$ cat src/rtl/core/ferp_pkg.sv
// ----------------------------------------------------------------------------
// ferp_pkg
// Shared types and constants of the frame echo record and playback buffer.
// ----------------------------------------------------------------------------
package ferp_pkg;

	localparam int FRAME_BYTES_DEF    = 122;
	localparam int BUFFER_BYTES_DEF   = 16384;
	localparam int HEADROOM_BYTES_DEF = 1000;

	localparam int DATA_W  = 8;
	localparam int MS_W    = 10;
	localparam int DELAY_W = 16;

	localparam logic [DELAY_W-1:0] DELAY_RESET = DELAY_W'(2000);

	typedef enum logic [1:0] {
		OP_WRITE = 2'd0,
		OP_EOT   = 2'd1,
		OP_TICK  = 2'd2,
		OP_READ  = 2'd3
	} ferp_op_t;

	// per-item result flags, data byte travels separately from the ram
	typedef struct packed {
		logic write_accepted;
		logic data_valid;
		logic frame_last;
		logic playback_ready;
	} ferp_res_t;

endpackage

$ cat src/rtl/core/ferp_ctrl.sv
// ----------------------------------------------------------------------------
// ferp_ctrl
// Fill, pointer, frame and timer bookkeeping; drives the frame store ram.
// ----------------------------------------------------------------------------
module ferp_ctrl #(
	parameter int FRAME_BYTES    = ferp_pkg::FRAME_BYTES_DEF,
	parameter int BUFFER_BYTES   = ferp_pkg::BUFFER_BYTES_DEF,
	parameter int HEADROOM_BYTES = ferp_pkg::HEADROOM_BYTES_DEF,
	localparam int ADDR_W = $clog2(BUFFER_BYTES),
	localparam int FILL_W = $clog2(BUFFER_BYTES + 1),
	localparam int OFF_W  = $clog2(FRAME_BYTES)
) (
	input  logic                         clk,
	input  logic                         arst_n,
	input  logic                         accept,
	input  logic [1:0]                   operation,
	input  logic [ferp_pkg::DATA_W-1:0]  data_in,
	input  logic [ferp_pkg::MS_W-1:0]    elapsed_ms,
	input  logic                         cfg_we,
	input  logic [ferp_pkg::DELAY_W-1:0] cfg_wdata,
	output logic                         ram_we,
	output logic [ADDR_W-1:0]            ram_waddr,
	output logic [ferp_pkg::DATA_W-1:0]  ram_wdata,
	output logic                         ram_re,
	output logic [ADDR_W-1:0]            ram_raddr,
	output ferp_pkg::ferp_res_t          res
);

	localparam logic [FILL_W-1:0] BUF_SIZE     = FILL_W'(BUFFER_BYTES);
	localparam logic [FILL_W-1:0] REFUSE_ABOVE = FILL_W'(BUFFER_BYTES - HEADROOM_BYTES);
	localparam logic [OFF_W:0]    FRAME_LEN    = (OFF_W + 1)'(FRAME_BYTES);

	logic [FILL_W-1:0]            fill_q, fill_d;
	logic [FILL_W-1:0]            rptr_q, rptr_d;
	logic [OFF_W-1:0]             woff_q, woff_d;
	logic [OFF_W-1:0]             roff_q, roff_d;
	logic                         refused_q, refused_d;
	logic                         running_q, running_d;
	logic [ferp_pkg::DELAY_W-1:0] elapsed_q, elapsed_d;
	logic [ferp_pkg::DELAY_W-1:0] delay_q;

	ferp_pkg::ferp_op_t           op;
	logic [OFF_W:0]               woff_inc;
	logic [OFF_W:0]               roff_inc;
	logic                         refuse_now;
	logic                         store_ok;
	logic                         rd_hit;
	logic [ferp_pkg::DELAY_W:0]   tick_sum;

	assign op       = ferp_pkg::ferp_op_t'(operation);
	assign woff_inc = {1'b0, woff_q} + (OFF_W + 1)'(1);
	assign roff_inc = {1'b0, roff_q} + (OFF_W + 1)'(1);
	assign tick_sum = {1'b0, elapsed_q} + (ferp_pkg::DELAY_W + 1)'(elapsed_ms);

	// room check only at the first byte of a frame
	assign refuse_now = (woff_q == '0) ? (fill_q > REFUSE_ABOVE) : refused_q;
	assign store_ok   = !refuse_now && (fill_q < BUF_SIZE);
	assign rd_hit     = (rptr_q < fill_q) && (rptr_q < BUF_SIZE);

	assign ram_we    = accept && (op == ferp_pkg::OP_WRITE) && store_ok;
	assign ram_waddr = fill_q[ADDR_W-1:0];
	assign ram_wdata = data_in;
	assign ram_re    = accept && (op == ferp_pkg::OP_READ) && (fill_q != '0) && rd_hit;
	assign ram_raddr = rptr_q[ADDR_W-1:0];

	always_comb begin
		fill_d    = fill_q;
		rptr_d    = rptr_q;
		woff_d    = woff_q;
		roff_d    = roff_q;
		refused_d = refused_q;
		running_d = running_q;
		elapsed_d = elapsed_q;
		res       = '0;
		case (op)
			ferp_pkg::OP_WRITE: begin
				refused_d = refuse_now;
				if (store_ok) begin
					fill_d             = fill_q + FILL_W'(1);
					res.write_accepted = 1'b1;
				end
				if (woff_inc >= FRAME_LEN) begin
					woff_d         = '0;
					res.frame_last = 1'b1;
				end else begin
					woff_d = woff_inc[OFF_W-1:0];
				end
			end
			ferp_pkg::OP_EOT: begin
				if (fill_q != '0) begin
					running_d = 1'b1;
					elapsed_d = '0;
				end
				rptr_d    = '0;
				roff_d    = '0;
				woff_d    = '0;
				refused_d = 1'b0;
			end
			ferp_pkg::OP_TICK: begin
				if (running_q) begin
					elapsed_d = tick_sum[ferp_pkg::DELAY_W] ? '1
					            : tick_sum[ferp_pkg::DELAY_W-1:0];
				end
			end
			ferp_pkg::OP_READ: begin
				if (fill_q != '0) begin
					if (rd_hit) begin
						rptr_d         = rptr_q + FILL_W'(1);
						res.data_valid = 1'b1;
					end
					if (roff_inc >= FRAME_LEN) begin
						roff_d         = '0;
						res.frame_last = 1'b1;
						// whole recording played back
						if (rptr_d >= fill_q) begin
							running_d = 1'b0;
							fill_d    = '0;
						end
					end else begin
						roff_d = roff_inc[OFF_W-1:0];
					end
				end
			end
			default: begin
			end
		endcase
		res.playback_ready = running_d && (elapsed_d >= delay_q);
	end

	always_ff @(posedge clk or negedge arst_n) begin
		if (!arst_n) begin
			fill_q    <= '0;
			rptr_q    <= '0;
			woff_q    <= '0;
			roff_q    <= '0;
			refused_q <= 1'b0;
			running_q <= 1'b0;
			elapsed_q <= '0;
			delay_q   <= ferp_pkg::DELAY_RESET;
		end else begin
			if (accept) begin
				fill_q    <= fill_d;
				rptr_q    <= rptr_d;
				woff_q    <= woff_d;
				roff_q    <= roff_d;
				refused_q <= refused_d;
				running_q <= running_d;
				elapsed_q <= elapsed_d;
			end
			if (cfg_we) begin
				delay_q <= cfg_wdata;
			end
		end
	end

	a_fill_range: assert property (@(posedge clk) disable iff (!arst_n)
		fill_q <= BUF_SIZE)
		else $error("fill level beyond buffer size");

	a_woff_range: assert property (@(posedge clk) disable iff (!arst_n)
		{1'b0, woff_q} < FRAME_LEN)
		else $error("write frame offset out of range");

	a_roff_range: assert property (@(posedge clk) disable iff (!arst_n)
		{1'b0, roff_q} < FRAME_LEN)
		else $error("read frame offset out of range");

	a_timer_needs_data: assert property (@(posedge clk) disable iff (!arst_n)
		running_q |-> (fill_q != '0))
		else $error("timer running with empty buffer");

endmodule

$ cat config.mk
export PLATFORM = sky130hd
export DESIGN_NAME = ferp_ctrl
export DESIGN_NICKNAME = d
export VERILOG_FILES = /design/src/rtl/core/ferp_pkg.sv /design/src/rtl/core/ferp_ctrl.sv
export SDC_FILE = /design/constraint.sdc
export NUM_CORES = 1
export LEC_CHECK = 0
export BUFFER_PORTS_ARGS = -buffer_cell sky130_fd_sc_hd__buf_2
export CAP_MARGIN = 25
export CORE_ASPECT_RATIO = 1.75
export CORE_MARGIN = 3
export CORE_UTILIZATION = 35
export CTS_CLUSTER_DIAMETER = 80
export DETAILED_ROUTE_END_ITERATION = 7
export PLACE_DENSITY = 0.53
export SYNTH_ARGS = -nofsm -noshare
export SYNTH_HDL_FRONTEND = slang
export SYNTH_SLANG_ARGS = --single-unit
$ cat constraint.sdc
create_clock -name clk -period 10.2 [get_ports clk]
set_input_delay 3.06 -clock clk [delete_from_list [all_inputs] [get_ports clk]]
set_output_delay 3.06 -clock clk [all_outputs]
set_load 0.01 [all_outputs]
# After elaboration in Yosys (flattened, before gate mapping)
# Cells that the tools add are included.
# word_totals
register_bits	78
out_inout_bits	42
wordCells	80
# op_classes
n_addsub	5
order_cmp	8
eq_ne	7
n_mux	34
n_reduce_logical	18
# ops
op	n
two-way mux 15 bit	8
one-hot mux 15 bit (2 select lines)	2
two-way mux 16 bit	3
one-hot mux 16 bit (2 select lines)	1
adder 15 x 1 -> 15 bit, second input constant	2
less-than comparator 15 bit, second input constant	2
one-hot mux 7 bit (2 select lines)	2
two-way mux 7 bit	3
adder 16 x 10 -> 17 bit	1
adder 7 x 1 -> 8 bit, second input constant	2
greater-or-equal comparator 16 bit	1
greater-or-equal comparator 8 x 7 -> 1 bit, second input constant	2
greater-or-equal comparator 15 bit	1
greater-than comparator 15 x 14 -> 1 bit, second input constant	1
less-than comparator 15 bit	1
nonzero test 15 bit	1
two-way mux 1 bit	11
logical AND 1 bit	8
logical NOT 7 bit	1
!= test 2 x 1 -> 1 bit, second input constant	3
one-hot mux 1 bit (2 select lines)	3
AND reduction 6 bit	1
nonzero test 2 bit	3
equality test 2 bit, second input constant	2
7 further kinds	7

# Logic depth before layout (Yosys ltp)
# Gate-level depths: netlist of the first run.
# depth
depth_word	11
depth_mapped	17
mapped_depth_nobuf	15

# Worst setup path after synthesis of the first run
# Ideal clock, no wire load.
# synth_timing
kind	input port to output port
startpoint	in elapsed_ms[0] (netlist name)
endpoint	out res[0] (netlist name)
arrival_time_ps	6004
required_time_ps	7140
slack_ps	1136
stages	16
cell_sequence	ha_1 > fa_1 > a21o_1 > nand3_1 > a2111oi_2 > o21a_1 > buf_2 > nor2_1 > a2bb2oi_1 > ha_1 > nand2b_1 > a21oi_1 > o21ai_0 > a21o_1 > a31oi_1 > nor4_1
# synth_rtl
element	line	source
start, declared	ferp_ctrl.sv:18	input logic [ferp_pkg::MS_W-1:0] elapsed_ms,
end, declared	ferp_ctrl.sv:26	output ferp_pkg::ferp_res_t res

==> impl_metrics.xml, run 1 <==
<?xml version="1.0" encoding="UTF-8"?>
<metrics>
  <group name="clock_tree">
    <metric name="cts.sink_count" unit="">78</metric>
    <metric name="path_clk_slew" unit="ns">0.06</metric>
    <metric name="worstSkewPairLatency" unit="ns">0.36</metric>
    <metric name="bufs_on_longest_clock_path" unit="">2</metric>
    <metric name="ctsRootBufferMaster" unit="">sky130_fd_sc_hd__clkbuf_16</metric>
    <metric name="cts_inserted_buffers" unit="">9</metric>
    <metric name="cts_htree_levels" unit="">3</metric>
    <metric name="number_of_buffers_added_to_fix_hold_violations_after_cts" unit="">0</metric>
    <metric name="tritoncts_clock_tree" unit="">yes</metric>
  </group>
  <group name="route">
    <metric name="detail_route.drc_violations" unit="">0</metric>
    <metric name="postRouteAntennaNets" unit="">0</metric>
    <metric name="number_of_vias_in_the_routed_layout" unit="">6307</metric>
    <metric name="wl_per_cell" unit="um">18.7</metric>
    <metric name="detail_route.iter0.violations" unit="">337</metric>
    <metric name="detail_route.wirelength" unit="um">20500</metric>
    <metric name="drt_pre_antenna_iters" unit="">5</metric>
    <metric name="post_dr_vias_cell" unit="">5.74</metric>
  </group>
  <group name="synthesis">
    <metric name="synth.yosys.seq_area_share" unit="%">28.6</metric>
    <metric name="post_synth.cell_area_avg" unit="um2">8.22</metric>
    <metric name="synth_top_flop_cell" unit="">sky130_fd_sc_hd__dfrtp_1</metric>
    <metric name="yosysUniqueCellTypes" unit="">77</metric>
    <metric name="number_of_synthesized_flops_with_an_enable_pin" unit="">0</metric>
    <metric name="synth_top_cell_area_share" unit="%">26.3</metric>
    <metric name="synth-async-reset-ratio" unit="%">100</metric>
    <metric name="most_frequent_cell_after_synthesis" unit="">sky130_fd_sc_hd__nand2_1</metric>
    <metric name="synth.top_cells.by_count" unit="">sky130_fd_sc_hd__nand2_1, sky130_fd_sc_hd__o21ai_0, sky130_fd_sc_hd__dfrtp_1</metric>
    <metric name="biggest_area_consumer_among_synthesized_cells" unit="">sky130_fd_sc_hd__dfrtp_1</metric>
    <metric name="synth_fp_nets" unit="">942</metric>
    <metric name="yosys_warnings" unit="">0</metric>
    <metric name="synth.ff_latch_count" unit="">78</metric>
    <metric name="postSynthCellCount" unit="">834</metric>
    <metric name="synth.area.top_cells" unit="">sky130_fd_sc_hd__dfrtp_1, sky130_fd_sc_hd__ha_1, sky130_fd_sc_hd__o21ai_0, sky130_fd_sc_hd__nand2_1, sky130_fd_sc_hd__buf_4</metric>
    <metric name="post_synth_instance_area" unit="mm2">0.00686</metric>
  </group>
  <group name="timing">
    <metric name="fin_crit" unit="ns">9.84</metric>
    <metric name="slew_headroom" unit="%">32.2</metric>
    <metric name="hold_vio_cnt_final" unit="">0</metric>
    <metric name="period_share" unit="%">96.4</metric>
    <metric name="fin_setup_tns" unit="ns">0</metric>
    <metric name="maxClockFrequency" unit="MHz">102</metric>
    <metric name="max_slew.worst_pin.slew" unit="ns">1.01</metric>
    <metric name="fin_worst_skew" unit="ns">0.0115</metric>
    <metric name="setup_viol_count_final" unit="">0</metric>
    <metric name="finalMaxSlewViolations" unit="">0</metric>
    <metric name="rsz0062_at_grt" unit="">false</metric>
  </group>
  <group name="floorplanning">
    <metric name="area_of_the_core_region" unit="mm2">0.0192</metric>
    <metric name="floorplan.initialDensity" unit="%">35.7</metric>
    <metric name="chipWidth" unit="um">112</metric>
    <metric name="die_height" unit="um">191</metric>
    <metric name="ioPinCount" unit="">82</metric>
    <metric name="die_area" unit="mm2">0.0214</metric>
    <metric name="rows" unit="">67</metric>
  </group>
  <group name="critical_path">
    <metric name="critical_path.endpoint_type" unit="">output pin</metric>
    <metric name="timing.critical_path.fanout_max" unit="">5</metric>
    <metric name="startpoint_type" unit="">input port</metric>
    <metric name="required" unit="ns">7.14</metric>
    <metric name="critPathKind" unit="">in2out</metric>
    <metric name="critical_path_arrival" unit="ns">6.78</metric>
    <metric name="reg2regPathDepth" unit="">16</metric>
  </group>
  <group name="layout">
    <metric name="syn2layout_area_growth" unit="%">9.16</metric>
    <metric name="antenna_cells_inserted" unit="">0</metric>
    <metric name="layout.area.seq" unit="mm2">0.00196</metric>
    <metric name="post_route_cells_drive_above_1_share" unit="%">15.2</metric>
    <metric name="layout.cells.non_filler" unit="">1099</metric>
    <metric name="filler_instances" unit="">1961</metric>
    <metric name="area_taken_by_multi_input_logic_gates" unit="mm2">0.00428</metric>
    <metric name="num-nets-final" unit="">961</metric>
  </group>
  <group name="global_routing">
    <metric name="global_route_usage_over_all_layers" unit="%">19.1</metric>
    <metric name="overflow" unit="">0</metric>
    <metric name="groute.layer.met2.usage" unit="%">36.9</metric>
    <metric name="globalRouteMet1Util" unit="%">19.5</metric>
    <metric name="vias_in_the_first_global_route" unit="">6243</metric>
    <metric name="grt_util_met3" unit="%">2.63</metric>
    <metric name="antenna_found_initial" unit="">0</metric>
    <metric name="grt_pass1_wl" unit="um">32300</metric>
    <metric name="gr-max-usage-layer" unit="">met2</metric>
    <metric name="pin_count_of_the_biggest_net_entering_global_routing" unit="">49</metric>
  </group>
  <group name="placed_design">
    <metric name="placed_cells_incl_taps" unit="">1083</metric>
    <metric name="place_congestion" unit="">0.884</metric>
    <metric name="hpwl" unit="um">15800</metric>
    <metric name="placement.io_buffers" unit="">65</metric>
  </group>
  <group name="power">
    <metric name="leakage_power_of_the_design" unit="nW">3.40</metric>
    <metric name="power.density_cell_area" unit="mW/mm2">140</metric>
    <metric name="power.ir.vdd_worst" unit="mV">0.0627</metric>
  </group>
  <group name="worst_hold_path">
    <metric name="worstHoldPathCells" unit="">2</metric>
    <metric name="worst_min_path_class" unit="">reg2reg</metric>
  </group>
  <group name="flow_run">
    <metric name="max_cap_viol_count" unit="">0</metric>
  </group>
  <group name="run_status">
    <metric name="status" unit="">finished clean</metric>
  </group>
</metrics>
-- worst max-delay path, stage by stage --
cell                        delay, ns
sky130_fd_sc_hd__buf_2           0.10
sky130_fd_sc_hd__ha_1            0.33
sky130_fd_sc_hd__and2_1          0.20
sky130_fd_sc_hd__a311oi_1        0.53
sky130_fd_sc_hd__a2111oi_0       0.26
sky130_fd_sc_hd__o21ai_0         0.53
sky130_fd_sc_hd__o21ai_0         0.16
sky130_fd_sc_hd__o2bb2ai_1       0.16
sky130_fd_sc_hd__ha_1            0.30
sky130_fd_sc_hd__a21o_1          0.16
sky130_fd_sc_hd__a211o_1         0.30
sky130_fd_sc_hd__nor2_1          0.11
sky130_fd_sc_hd__o211ai_1        0.10
sky130_fd_sc_hd__a31oi_1         0.19
sky130_fd_sc_hd__nor4_1          0.10
sky130_fd_sc_hd__buf_2           0.18
-- cells in the final DEF, fill, tap and decap left out, types with 10 or more instances in the layout --
cell type and count:
sky130_fd_sc_hd__nand2_1 86, sky130_fd_sc_hd__o21ai_0 76, sky130_fd_sc_hd__dfrtp_1 72, sky130_fd_sc_hd__ha_1 67, sky130_fd_sc_hd__buf_2 64, sky130_fd_sc_hd__inv_1 57, sky130_fd_sc_hd__nor2_1 44, sky130_fd_sc_hd__a21oi_1 39
sky130_fd_sc_hd__nand3_1 27, sky130_fd_sc_hd__a31oi_1 25, sky130_fd_sc_hd__nor3_1 24, sky130_fd_sc_hd__or3_1 22, sky130_fd_sc_hd__xnor2_1 14, sky130_fd_sc_hd__nand4_1 12, sky130_fd_sc_hd__a21o_1 11, sky130_fd_sc_hd__buf_4 11
sky130_fd_sc_hd__o31ai_2 10, sky130_fd_sc_hd__and3_1 10, sky130_fd_sc_hd__o31ai_1 10
-- final cells by class --
class / count / area share [%]
Clock buffer: 13 / 3.48
Clock inverter: 3 / 0.919
Inverter: 58 / 2.91
Multi-Input combinational cell: 631 / 57.1
Sequential cell: 78 / 26.2
Tap cell: 241 / 4.03
Timing Repair Buffer: 75 / 5.38
-- metal layers --
metal | routed length [um] | part of all wire, % | vias to the layer above
met5 | 0 | 0 | -
met4 | 906 | 4.4 | 0
li1 | - | - | 3081
met3 | 643 | 3.1 | 56
met1 | 7760 | 38 | 3026
met2 | 11200 | 55 | 144
-- path summary, 6_finish.rpt --
kind	from	end	slack (ns)
max reg2reg	fill_q[8]	fill_q[5]	5.21
min in group asynchronous	arst_n	rptr_q[0]	2.64
max in group asynchronous	arst_n	elapsed_q[4]	6.54
min	delay_q[8]	delay_q[8]	0.52
min reg2reg	delay_q[8]	delay_q[8]	0.52
max	elapsed_ms[5]	res[0]	0.36
-- state kept, by name, summed over array words and instances (netlist names) --
name       count
woff_q         7
refused_q      1
fill_q        15
rptr_q        15
roff_q         7
running_q      1
delay_q       16
elapsed_q     16
-- per-stage QoR --
| stage | worst slack [ns] | util, % | total power, mW | hold slack, ns | instance area (um2) |
|---|---|---|---|---|---|
| 2_1_floorplan | 1.14 | - | 0.608 | 0.480 | 6860 |
| 3_3_place_gp | 0.501 | 37.3 | 0.683 | 0.509 | 7160 |
| 3_5_place_dp | 0.427 | 37.3 | 0.685 | 0.512 | 7160 |
| 4_1_cts | 0.395 | 39.0 | 1.06 | 0.526 | 7490 |
| 5_1_grt | 0.0873 | 39.0 | 1.12 | 0.565 | 7490 |
| 6_report | 0.365 | 39.0 | 1.05 | 0.522 | 7490 |
-- kinds of logic (layout without fill, tap and decap cells) --
logic type | Yosys count | in the layout | share of synthesized area, %
adders and majority gates | 68 | 68 | 12.5
and+or+nand+nor | 275 | 275 | 20.0
xor gates and xnor gates | 18 | 18 | 2.30
muxes | 4 | 4 | 0.620
buffers and inverters | 125 | 149 | 9.16
AOI/OAI and AO/OA | 266 | 266 | 26.9
DFF | 78 | 78 | 28.6
-- power by group --
part / internal [mW] / total (mW) / switching, mW / leakage (nW)
Sequential: 0.344 / 0.398 / 0.0543 / 0.935
Clock: 0.229 / 0.369 / 0.140 / 0.160
Combinational: 0.118 / 0.280 / 0.163 / 2.30
Total: 0.691 / 1.05 / 0.357 / 3.40
-- repair_timing --
action	in CTS	in global routing
setup buffers	0	0
hold endpoints to repair	0	0
setup endpoints to repair	0	1
gates resized for setup	0	1
(Power assumes the default switching activity.)
==> inputs of run 2 (changes only) <==
CELL_PAD_IN_SITES_DETAIL_PLACEMENT = 2   (was not set)
CELL_PAD_IN_SITES_GLOBAL_PLACEMENT = 2   (was not set)
CORE_ASPECT_RATIO = not set   (was 1.75)
PLACE_DENSITY = 0.8   (was 0.53)
==> impl_metrics.xml, run 2 (synthesized netlist as in run 1, its figures left out) <==
<?xml version="1.0" encoding="UTF-8"?>
<metrics>
  <group name="run_status">
    <metric name="status" unit="">finished clean</metric>
  </group>
  <group name="clock_tree">
    <metric name="number_of_buffers_added_to_fix_hold_violations_after_cts" unit="">0</metric>
    <metric name="path_clk_slew" unit="ns">0.06</metric>
    <metric name="post_cts_resized" unit="">0</metric>
    <metric name="postCtsSetupRepairBufs" unit="">0</metric>
    <metric name="cts_inserted_buffers" unit="">9</metric>
    <metric name="worstSkewPairLatency" unit="ns">0.35</metric>
    <metric name="cts.sink_count" unit="">78</metric>
    <metric name="tritoncts_clock_tree" unit="">yes</metric>
    <metric name="ctsRootBufferMaster" unit="">sky130_fd_sc_hd__clkbuf_16</metric>
    <metric name="bufs_on_longest_clock_path" unit="">2</metric>
    <metric name="cts_htree_levels" unit="">3</metric>
  </group>
  <group name="floorplanning">
    <metric name="floorplan.initialDensity" unit="%">36.2</metric>
    <metric name="die_area" unit="mm2">0.0213</metric>
    <metric name="rows" unit="">50</metric>
    <metric name="area_of_the_core_region" unit="mm2">0.0190</metric>
    <metric name="die_height" unit="um">146</metric>
    <metric name="chipWidth" unit="um">146</metric>
    <metric name="ioPinCount" unit="">82</metric>
  </group>
  <group name="timing">
    <metric name="fin_worst_skew" unit="ns">0.0121</metric>
    <metric name="fin_crit" unit="ns">9.94</metric>
    <metric name="setup_viol_count_final" unit="">0</metric>
    <metric name="max_slew.worst_pin.slew" unit="ns">0.990</metric>
    <metric name="finalMaxSlewViolations" unit="">0</metric>
    <metric name="hold_ws" unit="ns">0.542</metric>
    <metric name="period_share" unit="%">97.4</metric>
    <metric name="slew_headroom" unit="%">33.6</metric>
    <metric name="rsz0062_at_grt" unit="">false</metric>
    <metric name="fin_setup_tns" unit="ns">0</metric>
    <metric name="hold_vio_cnt_final" unit="">0</metric>
    <metric name="maxClockFrequency" unit="MHz">101</metric>
  </group>
  <group name="route">
    <metric name="wl_per_cell" unit="um">20.4</metric>
    <metric name="detail_route.wirelength" unit="um">22800</metric>
    <metric name="number_of_vias_in_the_routed_layout" unit="">6493</metric>
    <metric name="post_dr_vias_cell" unit="">5.80</metric>
    <metric name="drt_pre_antenna_iters" unit="">6</metric>
    <metric name="detail_route.iter0.violations" unit="">328</metric>
    <metric name="postRouteAntennaNets" unit="">0</metric>
    <metric name="detail_route.drc_violations" unit="">0</metric>
  </group>
  <group name="critical_path">
    <metric name="reg2regPathDepth" unit="">16</metric>
    <metric name="critPathKind" unit="">in2out</metric>
    <metric name="crit-reg2reg-launch" unit="">fill_q[8]</metric>
    <metric name="timing.critical_path.fanout_max" unit="">4</metric>
    <metric name="critical_path.endpoint_type" unit="">output pin</metric>
    <metric name="startpoint_type" unit="">input port</metric>
    <metric name="critical_path_arrival" unit="ns">6.88</metric>
    <metric name="r2r_path_end" unit="">fill_q[5]</metric>
    <metric name="required" unit="ns">7.14</metric>
    <metric name="ff2ff_setup_slack" unit="ns">5.04</metric>
  </group>
  <group name="layout">
    <metric name="layout_commonest_cell" unit="">sky130_fd_sc_hd__nand2_1</metric>
    <metric name="syn2layout_area_growth" unit="%">9.21</metric>
    <metric name="antenna_cells_inserted" unit="">0</metric>
    <metric name="finish.instance_area" unit="mm2">0.00749</metric>
    <metric name="layout.cells.non_filler" unit="">1120</metric>
    <metric name="layout_common_cells" unit="">sky130_fd_sc_hd__nand2_1, sky130_fd_sc_hd__o21ai_0, sky130_fd_sc_hd__dfrtp_1</metric>
    <metric name="num-nets-final" unit="">963</metric>
    <metric name="biggestRegsByFlops" unit="">delay_q (16), elapsed_q (16)</metric>
    <metric name="post_route_cells_drive_above_1_share" unit="%">15.2</metric>
  </group>
  <group name="global_routing">
    <metric name="vias_in_the_first_global_route" unit="">6896</metric>
    <metric name="global_route_usage_over_all_layers" unit="%">21.4</metric>
    <metric name="pin_count_of_the_biggest_net_entering_global_routing" unit="">41</metric>
    <metric name="grt_pass1_wl" unit="um">37600</metric>
    <metric name="overflow" unit="">0</metric>
    <metric name="antenna_found_initial" unit="">0</metric>
  </group>
  <group name="placed_design">
    <metric name="placement.io_buffers" unit="">65</metric>
    <metric name="postPlaceCellArea" unit="mm2">0.00720</metric>
    <metric name="place_congestion" unit="">0.824</metric>
    <metric name="placed_cells_incl_taps" unit="">1104</metric>
    <metric name="hpwl" unit="um">17000</metric>
  </group>
  <group name="power">
    <metric name="power.density_cell_area" unit="mW/mm2">137</metric>
    <metric name="leakage_power_of_the_design" unit="nW">3.39</metric>
    <metric name="power.ir.vdd_worst" unit="mV">0.0838</metric>
    <metric name="power" unit="mW">1.03</metric>
  </group>
  <group name="worst_hold_path">
    <metric name="worstHoldPathCells" unit="">2</metric>
    <metric name="whs_endpoint" unit="">delay_q[7]</metric>
    <metric name="worst_hold_startpoint" unit="">delay_q[7]</metric>
    <metric name="worst_min_path_class" unit="">reg2reg</metric>
  </group>
  <group name="flow_run">
    <metric name="max_cap_viol_count" unit="">0</metric>
  </group>
</metrics>
[run 2: cell types whose count changed in the layout (fill, tap and decap cells not counted), sizes merged]
| cell | delta |
|---|---|
| buf | +2 |
| bufinv | -1 |
| clkbuf | -1 |
| clkinv | +1 |
| clkinvlp | +1 |
[run 2: worst max path at each step]
stage | cells after the start | start | endpoint
2_1_floorplan | 16 | elapsed_ms[0] | res[0]
3_3_place_gp | 18 | elapsed_ms[0] | res[0]
3_5_place_dp | 18 | elapsed_ms[0] | res[0]
4_1_cts | 18 | elapsed_ms[0] | res[0]
5_1_grt | 18 | elapsed_ms[0] | res[0]
6_report | 17 | elapsed_ms[0] | res[0]
[run 2: cell type report]
class | instances | area (um2)
well taps | 260 | 325
repair buffers | 77 | 422
clock inverters | 4 | 47.5
fillers | 2198 | 11500
multi-input cells | 631 | 4270
clock buffers | 12 | 246
flip-flops and latches | 78 | 1960
inverters | 58 | 218
[run 2: routing by layer]
| layer | global-route usage [%] | routed length [um] | up-vias |
|---|---|---|---|
| li1 | - | - | 3089 |
| met5 | 0 | 0 | - |
| met1 | 30.2 | 11200 | 3310 |
| met3 | 2.18 | 523 | 16 |
| met2 | 35.5 | 10800 | 78 |
| met4 | 5.27 | 284 | 0 |
[run 2: per-stage QoR]
step,utilization (%),setup WS (ns)
finish,39.5,0.261
global route,39.5,0.00946
CTS,39.5,0.227
detailed placement,38.0,0.264
global placement,37.9,0.366
floorplan,-,1.14
[run 2: critical path: stages]
cell and delay, ns:
sky130_fd_sc_hd__buf_2 0.08, sky130_fd_sc_hd__ha_1 0.21, sky130_fd_sc_hd__fa_1 0.24, sky130_fd_sc_hd__a21o_1 0.16
sky130_fd_sc_hd__nand3_1 0.17, sky130_fd_sc_hd__a2111oi_0 0.70, sky130_fd_sc_hd__o21ai_0 0.35, sky130_fd_sc_hd__a21oi_1 0.26
sky130_fd_sc_hd__o2bb2ai_1 0.11, sky130_fd_sc_hd__ha_1 0.30, sky130_fd_sc_hd__a21o_1 0.17, sky130_fd_sc_hd__a211o_1 0.30
sky130_fd_sc_hd__nor2_1 0.16, sky130_fd_sc_hd__o211ai_1 0.11, sky130_fd_sc_hd__a31oi_1 0.20, sky130_fd_sc_hd__nor4_1 0.11
sky130_fd_sc_hd__buf_2 0.17
[run 2: power by group]
part | internal [mW] | switching (mW)
registers | 0.344 | 0.0539
clock network | 0.196 | 0.144
logic | 0.120 | 0.169
